--- src/sv/mfbc_pkg.sv ---
// shared constants and bit-level functions for the byte feistel cipher
// no dependencies; used by mfbc_core and mini_feistel_byte_cipher

package mfbc_pkg;

   localparam int BLOCK_W  = 8;
   localparam int HALF_W   = 4;
   localparam int RKEY_W   = 6;
   localparam int ROUNDS   = 3;
   localparam int ROT_W    = 2;

   typedef logic [BLOCK_W-1:0] byte_type;
   typedef logic [HALF_W-1:0]  half_type;
   typedef logic [RKEY_W-1:0]  rkey_type;

   // per-round left rotation of each key half, applied cumulatively
   localparam logic [ROT_W-1:0] KEY_ROT [ROUNDS] = '{2'd1, 2'd2, 2'd1};

   // des s1, index is {row, column}
   localparam logic [3:0] SBOX1 [64] = '{
      4'd14, 4'd4,  4'd13, 4'd1,  4'd2,  4'd15, 4'd11, 4'd8,
      4'd3,  4'd10, 4'd6,  4'd12, 4'd5,  4'd9,  4'd0,  4'd7,
      4'd0,  4'd15, 4'd7,  4'd4,  4'd14, 4'd2,  4'd13, 4'd1,
      4'd10, 4'd6,  4'd12, 4'd11, 4'd9,  4'd5,  4'd3,  4'd8,
      4'd4,  4'd1,  4'd14, 4'd8,  4'd13, 4'd6,  4'd2,  4'd11,
      4'd15, 4'd12, 4'd9,  4'd7,  4'd3,  4'd10, 4'd5,  4'd0,
      4'd15, 4'd12, 4'd8,  4'd2,  4'd4,  4'd9,  4'd1,  4'd7,
      4'd5,  4'd11, 4'd3,  4'd14, 4'd10, 4'd0,  4'd6,  4'd13
   };

   function automatic half_type rot_half(input half_type h, input logic [ROT_W-1:0] s);
      logic [2*HALF_W-1:0] dbl;
      dbl = {h, h} << s;
      return dbl[2*HALF_W-1:HALF_W];
   endfunction

   // key positions 6,2,4,3,8,1
   function automatic rkey_type pick_round_key(input byte_type k);
      return {k[2], k[6], k[4], k[5], k[0], k[7]};
   endfunction

   // expansion positions 3,4,2,3,2,1, sbox lookup, p-box 3,1,4,2
   function automatic half_type round_f(input half_type r, input rkey_type rk);
      rkey_type x;
      half_type s;
      x = {r[1], r[0], r[2], r[1], r[2], r[3]} ^ rk;
      s = SBOX1[{x[5], x[0], x[4:1]}];
      return {s[1], s[3], s[0], s[2]};
   endfunction

endpackage

--- src/sv/mfbc_core.sv ---
// three-round feistel datapath with key schedule, purely combinational
// depends on mfbc_pkg

module mfbc_core (
   input  mfbc_pkg::byte_type plain_byte,
   input  mfbc_pkg::byte_type cipher_key,
   output mfbc_pkg::byte_type cipher_byte
);

   mfbc_pkg::half_type kl [mfbc_pkg::ROUNDS+1];
   mfbc_pkg::half_type kr [mfbc_pkg::ROUNDS+1];
   mfbc_pkg::half_type l  [mfbc_pkg::ROUNDS+1];
   mfbc_pkg::half_type r  [mfbc_pkg::ROUNDS+1];

   always_comb begin
      kl[0] = cipher_key[7:4];
      kr[0] = cipher_key[3:0];
      l[0]  = plain_byte[7:4];
      r[0]  = plain_byte[3:0];
      for (int i = 0; i < mfbc_pkg::ROUNDS; i++) begin
         kl[i+1] = mfbc_pkg::rot_half(kl[i], mfbc_pkg::KEY_ROT[i]);
         kr[i+1] = mfbc_pkg::rot_half(kr[i], mfbc_pkg::KEY_ROT[i]);
         l[i+1]  = r[i];
         r[i+1]  = l[i] ^ mfbc_pkg::round_f(r[i],
                      mfbc_pkg::pick_round_key({kl[i+1], kr[i+1]}));
      end
   end

   assign cipher_byte = {l[mfbc_pkg::ROUNDS], r[mfbc_pkg::ROUNDS]};

endmodule

--- src/sv/mini_feistel_byte_cipher.sv ---
// top level of the byte feistel cipher: key register, input and result stages
// depends on mfbc_pkg and mfbc_core

// Encrypts one 8-bit block per transfer with a three-round reduced-DES
// feistel network under the 8-bit key in the key register. One byte is
// accepted every cycle while req_stall is low; each byte passes the input
// register, the cipher logic and the result register before its result is
// offered. The cipher logic is combinational, between those two registers,
// and the input side keeps taking bytes while a result waits, stalling only
// when both stages are full and the result side stalls. Write the key only
// while no bytes are in flight.

module mini_feistel_byte_cipher (
   input  logic               clock,
   input  logic               reset,
   input  logic               req_valid,
   output logic               req_stall,
   input  mfbc_pkg::byte_type req_plain_byte,
   output logic               rsp_valid,
   input  logic               rsp_stall,
   output mfbc_pkg::byte_type rsp_cipher_byte,
   input  logic               csr_wr_en,
   input  mfbc_pkg::byte_type csr_wr_data
);

   mfbc_pkg::byte_type key_ff;
   logic               in_vld_ff;
   mfbc_pkg::byte_type in_byte_ff;
   logic               out_vld_ff;
   mfbc_pkg::byte_type out_byte_ff;
   mfbc_pkg::byte_type out_byte_in;
   logic               out_ready;
   logic               in_ready;
   logic               req_xfer;

   assign out_ready = !out_vld_ff || !rsp_stall;
   assign in_ready  = !in_vld_ff || out_ready;
   assign req_stall = !in_ready;
   assign req_xfer  = req_valid && in_ready;

   always_ff @(posedge clock) begin
      if (reset) begin
         key_ff <= '0;
      end else if (csr_wr_en) begin
         key_ff <= csr_wr_data;
      end
   end

   always_ff @(posedge clock) begin
      if (reset) begin
         in_vld_ff <= 1'b0;
      end else if (in_ready) begin
         in_vld_ff <= req_valid;
      end
   end

   always_ff @(posedge clock) begin
      if (req_xfer) begin
         in_byte_ff <= req_plain_byte;
      end
   end

   mfbc_core u_core (
      .plain_byte  (in_byte_ff),
      .cipher_key  (key_ff),
      .cipher_byte (out_byte_in)
   );

   always_ff @(posedge clock) begin
      if (reset) begin
         out_vld_ff <= 1'b0;
      end else if (out_ready) begin
         out_vld_ff <= in_vld_ff;
      end
   end

   always_ff @(posedge clock) begin
      if (out_ready && in_vld_ff) begin
         out_byte_ff <= out_byte_in;
      end
   end

   assign rsp_valid       = out_vld_ff;
   assign rsp_cipher_byte = out_byte_ff;

   // stall only when both stages are full and the result side holds
   a_stall_full: assert property (@(posedge clock) disable iff (reset)
      req_stall |-> (in_vld_ff && out_vld_ff && rsp_stall))
      else $error("input stalled while a stage was free");

   // accepted byte lands in the input stage
   a_in_capture: assert property (@(posedge clock) disable iff (reset)
      req_xfer |=> (in_vld_ff && in_byte_ff == $past(req_plain_byte)))
      else $error("accepted byte not captured");

   // stage advance carries the cipher result
   a_out_capture: assert property (@(posedge clock) disable iff (reset)
      (in_vld_ff && out_ready) |=> (out_vld_ff && out_byte_ff == $past(out_byte_in)))
      else $error("result stage did not take the cipher output");

   // a result is not dropped while stalled
   a_out_hold: assert property (@(posedge clock) disable iff (reset)
      (out_vld_ff && rsp_stall) |=> (out_vld_ff && $stable(out_byte_ff)))
      else $error("stalled result lost");

   a_reset_empty: assert property (@(posedge clock)
      reset |=> (!in_vld_ff && !out_vld_ff))
      else $error("stages not empty after reset");

endmodule
--- config.mk ---
export PLATFORM = sky130hd
export DESIGN_NAME = mini_feistel_byte_cipher
export DESIGN_NICKNAME = d
export VERILOG_FILES = /design/src/sv/mfbc_pkg.sv /design/src/sv/mfbc_core.sv /design/src/sv/mini_feistel_byte_cipher.sv
export SDC_FILE = /design/constraint.sdc
export NUM_CORES = 1
export LEC_CHECK = 0
export BUFFER_PORTS_ARGS = -buffer_cell sky130_fd_sc_hd__buf_2
export CAP_MARGIN = 20
export CORE_AREA = 2 2 99 101
export CTS_CLUSTER_DIAMETER = 100
export CTS_CLUSTER_SIZE = 8
export DETAILED_ROUTE_END_ITERATION = 10
export DIE_AREA = 0 0 101 103
export MAX_ROUTING_LAYER = met4
export PLACE_DENSITY = 0.66
export SETUP_SLACK_MARGIN = 0.15
export SLEW_MARGIN = 5
export SYNTH_ARGS = -nofsm -noshare
export SYNTH_HDL_FRONTEND = slang
export SYNTH_SLANG_ARGS = --single-unit
--- constraint.sdc ---
create_clock -name clock -period 8.1 [get_ports clock]
set_input_delay 0.81 -clock clock [delete_from_list [all_inputs] [get_ports clock]]
set_output_delay 0.81 -clock clock [all_outputs]
set_load 0.005 [all_outputs]
==> reports/results.env, run 1 <==
OUTCOME='finished clean'
CAP_VIOLATIONS=0
SEQCELLAREA_UM2=681.9
SYN_INST=507
FINALSETUPVIOLATIONS=0
POSTLAYOUTCOREUTIL_PCT=46.27
REGTOREGSTARTPOINT='in_byte_ff[1]'
CELL_INTERNAL_PWR_uW=809.1
POSTSYNTH.ASYNCRESETSHARE_PCT=0
TOTAL_CLOCK_BUFFERS_CREATED_BY_CTS=3
YOSYSTOPAREACELL='sky130_fd_sc_hd__edfxtp_1'
SYNTH.MOST_COMMON_CELL='sky130_fd_sc_hd__nor2_1'
SYNTH_COMMON_CELLS='40 x sky130_fd_sc_hd__nor2_1, 38 x sky130_fd_sc_hd__nand2_1, 34 x sky130_fd_sc_hd__a21oi_1'
CLOCKROOTBUFFER='sky130_fd_sc_hd__clkbuf_8'
TIMING.FINAL.CRIT_PERIOD_NS=7.236
OVERALL_OVERFLOW_REMAINING_AFTER_GLOBAL_ROUTE=0
WORST_SETUP_HOLD_PATH_CLK_SLEW_NS=0.10
SYNTH-WARNING-COUNT=0
WORST_SKEW_PAIR.LATE_LATENCY_NS=0.28
POST-ROUTE-DRC-COUNT=0
CRITPATHTOPFAMILY='compound AO/OA/AOI/OAI gates'
DISTINCT_CELL_TYPE_COUNT_AFTER_SYNTHESIS=85
ACHIEVABLE-FREQUENCY_GHz=0.1382
END_KIND='register'
SYNTH_FP_NETS=552
YS_TOP_CELLS_BY_AREA='sky130_fd_sc_hd__edfxtp_1 12%, sky130_fd_sc_hd__ha_1 7.3%, sky130_fd_sc_hd__xnor2_1 5.1%'
DRT.ANTENNA.VIOLATING_NETS=0
HTREE_NUM_LEVELS=1
WORST_SETUP_PATH_START_KIND='register'
SYNTH_EDF_COUNT=16
POWER.SHARE.CLOCK_PCT=5.7
WORST_PATH_LARGEST_CELL_DELAY_NS=0.49
FINAL_MAX_SLEW_VIOL_COUNT=0
CLOCK_NET_SINK_COUNT=26
IRDROPWORSTVDD_uV=287.1
CLOCK_TREE.BUFFER_DEPTH=2
HOLD_BUFFERS=0
SYNTH_SEQ_AREA_SHARE_PCT=16.53
ANTENNA_CELLS_INSERTED=0
GRT_ANTENNA_BEFORE_REPAIR=0
HOLD_PATH_DEPTH=2
PLACE_CONGESTION=0.9618
CRITICAL_PATH.REG2REG.ENDPOINT='rsp_cipher_byte[3]'
FINALHOLDVIOLATIONS=0
DIE_WIDTH_UM=101
WORST-SLEW-PIN-TRANSITION_NS=1.017
TIMING.HOLD.WORST_ENDPOINT='rsp_valid'
DESIGN.FINAL.NETS=560
WORSTSETUPPATHTYPE='register to register'
FLOORPLAN_CORE_AREA_MM2=0.009459
REG2REG_SLACK_NS=0.86
TIMING.CRITICAL_PATH.ARRIVAL_NS=7.27
POWER-PER-CELL-AREA_mW_PER_MM2=397.1
GRT_SETUP_UNREPAIRED='false'
CLOCK_SKEW_NS=0.002907
PIN_COUNT=31
PORTBUFFERS=30
POWER.SHARE.SWITCHING_PCT=53.45
START_UTIL_PCT=43.52
GRT_PASS1_WL_UM=18180
GLOBALROUTETOTALUTIL_PCT=22.42
FILLERS=950
TRITONCTS='done'
COMBPWRFRAC_PCT=82.4
NUMBER_OF_VIAS_IN_THE_ROUTED_LAYOUT=3969
FINAL_SUM_OF_NEGATIVE_SETUP_SLACK_NS=0
SHARE_OF_THE_CYCLE_NEEDED_BY_THE_CRITICAL_PATH_AFTER_ROUTING_PCT=89.33
SYN_TO_FINAL_GROWTH_PCT=6.322
GRT_PASS1_VIAS=3670
TIMING.CRITICAL_PATH.SLOWEST_STAGE_CELL='sky130_fd_sc_hd__nor3_4'
POWER.SHARE.SEQUENTIAL_PCT=11.8
CP.BUFFERS_INVERTERS=5
SYNTH_TOP_CELL_AREA_SHARE_PCT=11.67
VIASPERCELL=6.320
STD_CELL_ROWS=36
DOMINANTREGCELLSYNTH='sky130_fd_sc_hd__edfxtp_1'
WORST_HOLD_PATH_TYPE='register to register'
NETSWITCHINGPOWER_uW=929.1
GRT_START_MAX_NET_PINS=30
DIE_H_UM=103
DP_HPWL_UM=8286
AREA_TAKEN_BY_MULTI_INPUT_LOGIC_GATES_MM2=0.003174
HOLD_PATH_STARTPOINT='in_vld_ff'
CP_MAX_FO=15
WL_UM=11080
DIE_AREA_MM2=0.01040
DETAIL_ROUTE.WL_PER_CELL_UM=17.64
MAX_SLEW_MARGIN_PCT=32.06
POWER_LEAKAGE_uW=0.001682
REG2REG_DEPTH=27
SYNTH_AREA_PER_CELL_UM2=8.119
1ST_PASS_ROUTER_ITERATIONS=6
DRIVE_GT1_SHARE_PCT=15.95
MAPPEDNETLISTAREA_MM2=0.004116
DATA_REQUIRED_TIME_AT_THE_WORST_ENDPOINT_NS=8.14
REGISTER_BIT_COUNT_REPORTED_BY_YOSYS=26
DETAILEDROUTE.FIRSTITERATIONVIOLATIONS=269
==> cell families (layout without fill, tap and decap cells) <==
kind of cell	after synthesis	in the layout	synth area share, %
compound gates	155	155	27.39
xor+xnor	50	50	14.47
fa+ha+maj	26	26	7.812
buf+inv	59	66	6.504
flops	26	26	16.53
mux	23	23	6.261
simple gates	168	168	21.03
==> worst reg2reg max path: stages, from the launching register on <==
cell and delay (ns):
sky130_fd_sc_hd__edfxtp_1 0.44, sky130_fd_sc_hd__xor2_2 0.43, sky130_fd_sc_hd__inv_2 0.25, sky130_fd_sc_hd__ha_1 0.35, sky130_fd_sc_hd__a21oi_1 0.18, sky130_fd_sc_hd__o32ai_1 0.12, sky130_fd_sc_hd__a22oi_1 0.34, sky130_fd_sc_hd__a22oi_1 0.22
sky130_fd_sc_hd__nor3_4 0.49, sky130_fd_sc_hd__inv_1 0.22, sky130_fd_sc_hd__ha_1 0.43, sky130_fd_sc_hd__inv_1 0.09, sky130_fd_sc_hd__nor3_1 0.41, sky130_fd_sc_hd__a32o_1 0.20, sky130_fd_sc_hd__a2111oi_2 0.06, sky130_fd_sc_hd__a211oi_2 0.31
sky130_fd_sc_hd__xnor3_1 0.41, sky130_fd_sc_hd__clkinv_1 0.15, sky130_fd_sc_hd__ha_1 0.31, sky130_fd_sc_hd__inv_1 0.14, sky130_fd_sc_hd__nor3_1 0.08, sky130_fd_sc_hd__o41a_1 0.43, sky130_fd_sc_hd__nor4_1 0.28, sky130_fd_sc_hd__a21oi_1 0.12
sky130_fd_sc_hd__a31oi_1 0.18, sky130_fd_sc_hd__or2_2 0.13, sky130_fd_sc_hd__nand4_1 0.09, sky130_fd_sc_hd__xnor2_1 0.14
==> cells in the final DEF, fill, tap and decap left out, types with 7 or more instances in the layout <==
cell / n
sky130_fd_sc_hd__nor2_1: 40
sky130_fd_sc_hd__nand2_1: 38
sky130_fd_sc_hd__a21oi_1: 34
sky130_fd_sc_hd__buf_2: 30
sky130_fd_sc_hd__xnor2_1: 24
sky130_fd_sc_hd__ha_1: 24
sky130_fd_sc_hd__o21ai_0: 22
sky130_fd_sc_hd__nor3_1: 22
sky130_fd_sc_hd__mux2i_1: 19
sky130_fd_sc_hd__inv_1: 18
sky130_fd_sc_hd__nand3_1: 16
sky130_fd_sc_hd__edfxtp_1: 16
sky130_fd_sc_hd__o211ai_1: 14
sky130_fd_sc_hd__xor2_1: 12
sky130_fd_sc_hd__a211oi_1: 12
sky130_fd_sc_hd__buf_4: 11
sky130_fd_sc_hd__dfxtp_1: 9
sky130_fd_sc_hd__a31oi_1: 7
sky130_fd_sc_hd__nor3b_1: 7
sky130_fd_sc_hd__a221oi_1: 7
==> flip-flops by register name, summed over array words and instances, names as in the netlist <==
register	flops
in_byte_ff	8
key_ff	8
rsp_cipher_byte	8
in_vld_ff	1
rsp_valid	1
==> routing by layer <==
metal	share of wire [%]	wire [µm]	global-route usage [%]
met4	3.4	378	8.420
met1	45	5009	30.14
met5	0	0	-
met3	6.2	683	2.102
met2	45	5007	35.13
==> final cells by class <==
| type | count | share of cell area (%) |
|---|---|---|
| timing repair buffer | 41 | 5.317 |
| clock buffer | 4 | 1.515 |
| inverter | 21 | 1.801 |
| tap | 114 | 3.259 |
| sequential | 26 | 15.58 |
| multi-input combinational | 422 | 72.53 |
==> worst max path at each step <==
stage	start	end	slack, ns	cells after the start
2_1_floorplan	in_byte_ff[2]	rsp_cipher_byte[3]	1.30	31
6_report	in_byte_ff[1]	rsp_cipher_byte[3]	0.86	27
4_1_cts	key_ff[3]	rsp_cipher_byte[3]	0.53	28
3_5_place_dp	key_ff[3]	rsp_cipher_byte[3]	0.56	28
3_3_place_gp	key_ff[3]	rsp_cipher_byte[3]	0.90	28
5_1_grt	in_byte_ff[1]	rsp_cipher_byte[3]	0.18	27
==> metrics by stage <==
step / worst slack [ns] / instance area, µm² / power (µW) / instances / hold WS [ns]
after floorplan: 1.296 / 4116 / 1333 / 507 / 0.4444
after global placement: 0.8964 / 4303 / 1594 / 624 / 0.4679
after detailed placement: 0.5639 / 4303 / 1611 / 624 / 0.4904
after CTS: 0.5263 / 4369 / 1718 / 628 / 0.5196
after global routing: 0.1814 / 4377 / 1886 / 628 / 0.5679
final: 0.8643 / 4377 / 1738 / 628 / 0.5154
==> power groups by stage <==
stage	clock [µW]	combinational, µW	sequential, µW
4_1_cts	102	1410	206
3_3_place_gp	0	1380	209
2_1_floorplan	0	1130	202
3_5_place_dp	0	1400	209
6_report	99.2	1430	206
5_1_grt	107	1570	210
==> repair_timing <==
item | CTS | global route
buffers inserted | 0 | 0
gates resized for setup | 0 | 2
endpoints found under the setup margin | 0 | 2
No activity file was read; power rests on OpenSTA's default activity.
==> run 2: changes to the inputs <==
--- a/config.mk
+++ b/config.mk
@@ -8,6 +8,7 @@
 export BUFFER_PORTS_ARGS = -buffer_cell sky130_fd_sc_hd__buf_2
 export CAP_MARGIN = 20
 export CORE_AREA = 2 2 99 101
+export CTS_BUF_LIST = sky130_fd_sc_hd__clkbuf_16
 export CTS_CLUSTER_DIAMETER = 100
 export CTS_CLUSTER_SIZE = 8
 export DETAILED_ROUTE_END_ITERATION = 10
==> run 2 against run 1 <==
Combinational power is essentially flat. Via count shrank 0.53%. Wire length is essentially flat. Highest routed layer unchanged.
==> reports/results.env, run 2 (synthesis gave the netlist of run 1 again) <==
STD_CELL_ROWS=36  # unchanged
CLOCK_NET_SINK_COUNT=26  # unchanged
HOLD_BUFFERS=0  # unchanged
GRT_PASS1_WL_UM=18130  # -0.26%
CLOCK_SKEW_NS=0.001903  # -0.001004 ns
OUTCOME='finished clean'
DESIGN.FINAL.NETS=560  # unchanged
SYN_TO_FINAL_GROWTH_PCT=7.143
TIMING.FINAL.CRIT_PERIOD_NS=7.222  # -0.01394 ns
TIMING.CRITICAL_PATH.ARRIVAL_NS=7.23  # -0.04 ns
DATA_REQUIRED_TIME_AT_THE_WORST_ENDPOINT_NS=8.11  # -0.03 ns
FLOORPLAN_CORE_AREA_MM2=0.009459  # unchanged
WORST_HOLD_PATH_TYPE='register to register'
PIN_COUNT=31  # unchanged
CLOCKROOTBUFFER='sky130_fd_sc_hd__clkbuf_16'
PORTBUFFERS=30  # unchanged
FIN_HOLD_WS_NS=0.5187  # +0.003333 ns
DIE_AREA_MM2=0.01040  # unchanged
CAP_VIOLATIONS=0  # unchanged
ACHIEVABLE-FREQUENCY_GHz=0.1385  # +0.19%
TOTAL_CLOCK_BUFFERS_CREATED_BY_CTS=3  # unchanged
GRT_ANTENNA_BEFORE_REPAIR=0  # unchanged
1ST_PASS_ROUTER_ITERATIONS=5  # -1
GRT_PASS1_VIAS=3666  # -0.11%
WORST-SLEW-PIN-TRANSITION_NS=1.016  # -0.001157 ns
TRITONCTS='done'
PLACED_AREA_MM2=0.004303  # unchanged
DRT.ANTENNA.VIOLATING_NETS=0  # unchanged
CTS_REPAIR_RESIZES=0  # unchanged
GRT_SETUP_UNREPAIRED='false'
CLOCK_TREE.BUFFER_DEPTH=2  # unchanged
POST_CTS_BUFFERS=0  # unchanged
START_UTIL_PCT=43.52  # unchanged
SHARE_OF_THE_CYCLE_NEEDED_BY_THE_CRITICAL_PATH_AFTER_ROUTING_PCT=89.16  # -0.17 points
GLOBALROUTETOTALUTIL_PCT=22.22  # -0.19 points
POWER_LEAKAGE_uW=0.001697  # +0.92%
WORST_SKEW_PAIR.LATE_LATENCY_NS=0.26  # -0.02 ns
END_KIND='register'
FINALHOLDVIOLATIONS=0  # unchanged
FINAL_MAX_SLEW_VIOL_COUNT=0  # unchanged
WL_UM=11080  # about the same
POST-ROUTE-DRC-COUNT=0  # unchanged
HTREE_NUM_LEVELS=1  # unchanged
ANTENNA_CELLS_INSERTED=0  # unchanged
IRDROPWORSTVDD_uV=292.8  # +2.0%
WORST_SETUP_PATH_START_KIND='register'
DETAILEDROUTE.FIRSTITERATIONVIOLATIONS=248  # -7.8%
DRIVE_GT1_SHARE_PCT=15.95  # unchanged
VIASPERCELL=6.287  # -0.53%
WORSTSETUPPATHTYPE='register to register'
OVERALL_OVERFLOW_REMAINING_AFTER_GLOBAL_ROUTE=0  # unchanged
REG2REG_SLACK_NS=0.88  # about the same
PLACE_CONGESTION=0.9618  # unchanged
POSTLAYOUTCOREUTIL_PCT=46.63  # +0.36 points
DIE_WIDTH_UM=101  # unchanged
FINAL_CELLS=628  # unchanged
DP_HPWL_UM=8286  # unchanged
FINALSETUPVIOLATIONS=0  # unchanged
POST-PLACE-CELLS=624  # unchanged
FINAL_SUM_OF_NEGATIVE_SETUP_SLACK_NS=0  # unchanged
POWER-PER-CELL-AREA_mW_PER_MM2=402.4  # +1.3%
DETAIL_ROUTE.WL_PER_CELL_UM=17.65  # about the same
WORST_SETUP_HOLD_PATH_CLK_SLEW_NS=0.07  # -0.03 ns
DIE_H_UM=103  # unchanged
POST-ROUTE-CELL-AREA_MM2=0.004410  # +0.77%
NUMBER_OF_VIAS_IN_THE_ROUTED_LAYOUT=3948  # -0.53%
FILLERS=943  # -0.74%
CP_MAX_FO=15  # unchanged
MAX_SLEW_MARGIN_PCT=32.14  # +0.077 points
LAYOUT_COMMONEST_CELL='sky130_fd_sc_hd__nor2_1'
GRT_START_MAX_NET_PINS=30  # unchanged
COMMONEST_CELLS_AFTER_ROUTING_FILL_AND_TAPS_ASIDE='40 x sky130_fd_sc_hd__nor2_1, 38 x sky130_fd_sc_hd__nand2_1, 34 x sky130_fd_sc_hd__a21oi_1'
[run 2: cell types whose count changed in the layout (fill, tap and decap cells not counted)]
cell	change
sky130_fd_sc_hd__clkbuf_8	-3
sky130_fd_sc_hd__clkbuf_16	+3
[run 2: routing by layer]
| layer | vias up | wire, µm | global-route usage, % |
|---|---|---|---|
| met1 | 1853 | 4943 | 30.22 |
| met2 | 162 | 5037 | 34.82 |
| li1 | 1902 | - | - |
| met3 | 31 | 725 | 2.102 |
| met4 | 0 | 377 | 7.484 |
| met5 | - | 0 | - |
[run 2: cell type report]
| type | instances | area, µm² | share of cell area, % |
|---|---|---|---|
| clock buffers | 4 | 100.1 | 2.270 |
| inverters | 21 | 78.83 | 1.787 |
| multi-input cells | 422 | 3174 | 71.97 |
| flip-flops and latches | 26 | 681.9 | 15.46 |
| well taps | 114 | 142.6 | 3.234 |
| repair buffers | 41 | 232.7 | 5.277 |
[run 2: power by group]
part / leakage, µW / total [µW] / internal [µW] / switching, µW
Combinational: 0.00141 / 1430 / 566 / 869
Clock: 0.0000493 / 134 / 86.0 / 48.1
Sequential: 0.000236 / 206 / 190 / 16.6
Total: 0.00170 / 1770 / 841 / 934
[run 2: path summary, 6_finish.rpt]
kind,startpoint,endpoint,cells after the start
setup / recovery,in_byte_ff[1],rsp_cipher_byte[3],27
hold / removal,in_vld_ff,rsp_valid,2
setup reg to reg,in_byte_ff[1],rsp_cipher_byte[3],27
hold reg to reg,in_vld_ff,rsp_valid,2
[run 2: through the flow]
stage               worst slack, ns  total power [µW]
floorplan                     1.296              1333
global placement             0.8964              1594
detailed placement           0.5639              1611
CTS                          0.5296              1751
global route                 0.1930              1919
finish                       0.8783              1775
[run 2: worst max-delay path, cell delays in order, from the launching register on]
cell	delay, ns
sky130_fd_sc_hd__edfxtp_1	0.43
sky130_fd_sc_hd__xor2_2	0.42
sky130_fd_sc_hd__inv_2	0.25
sky130_fd_sc_hd__ha_1	0.35
sky130_fd_sc_hd__a21oi_1	0.18
sky130_fd_sc_hd__o32ai_1	0.12
sky130_fd_sc_hd__a22oi_1	0.34
sky130_fd_sc_hd__a22oi_1	0.22
sky130_fd_sc_hd__nor3_4	0.48
sky130_fd_sc_hd__inv_1	0.21
sky130_fd_sc_hd__ha_1	0.43
sky130_fd_sc_hd__inv_1	0.09
sky130_fd_sc_hd__nor3_1	0.42
sky130_fd_sc_hd__a32o_1	0.21
sky130_fd_sc_hd__a2111oi_2	0.06
sky130_fd_sc_hd__a211oi_2	0.31
sky130_fd_sc_hd__xnor3_1	0.40
sky130_fd_sc_hd__clkinv_1	0.14
sky130_fd_sc_hd__ha_1	0.31
sky130_fd_sc_hd__inv_1	0.14
sky130_fd_sc_hd__nor3_1	0.08
sky130_fd_sc_hd__o41a_1	0.43
sky130_fd_sc_hd__nor4_1	0.27
sky130_fd_sc_hd__a21oi_1	0.12
sky130_fd_sc_hd__a31oi_1	0.19
sky130_fd_sc_hd__or2_2	0.13
sky130_fd_sc_hd__nand4_1	0.09
sky130_fd_sc_hd__xnor2_1	0.14
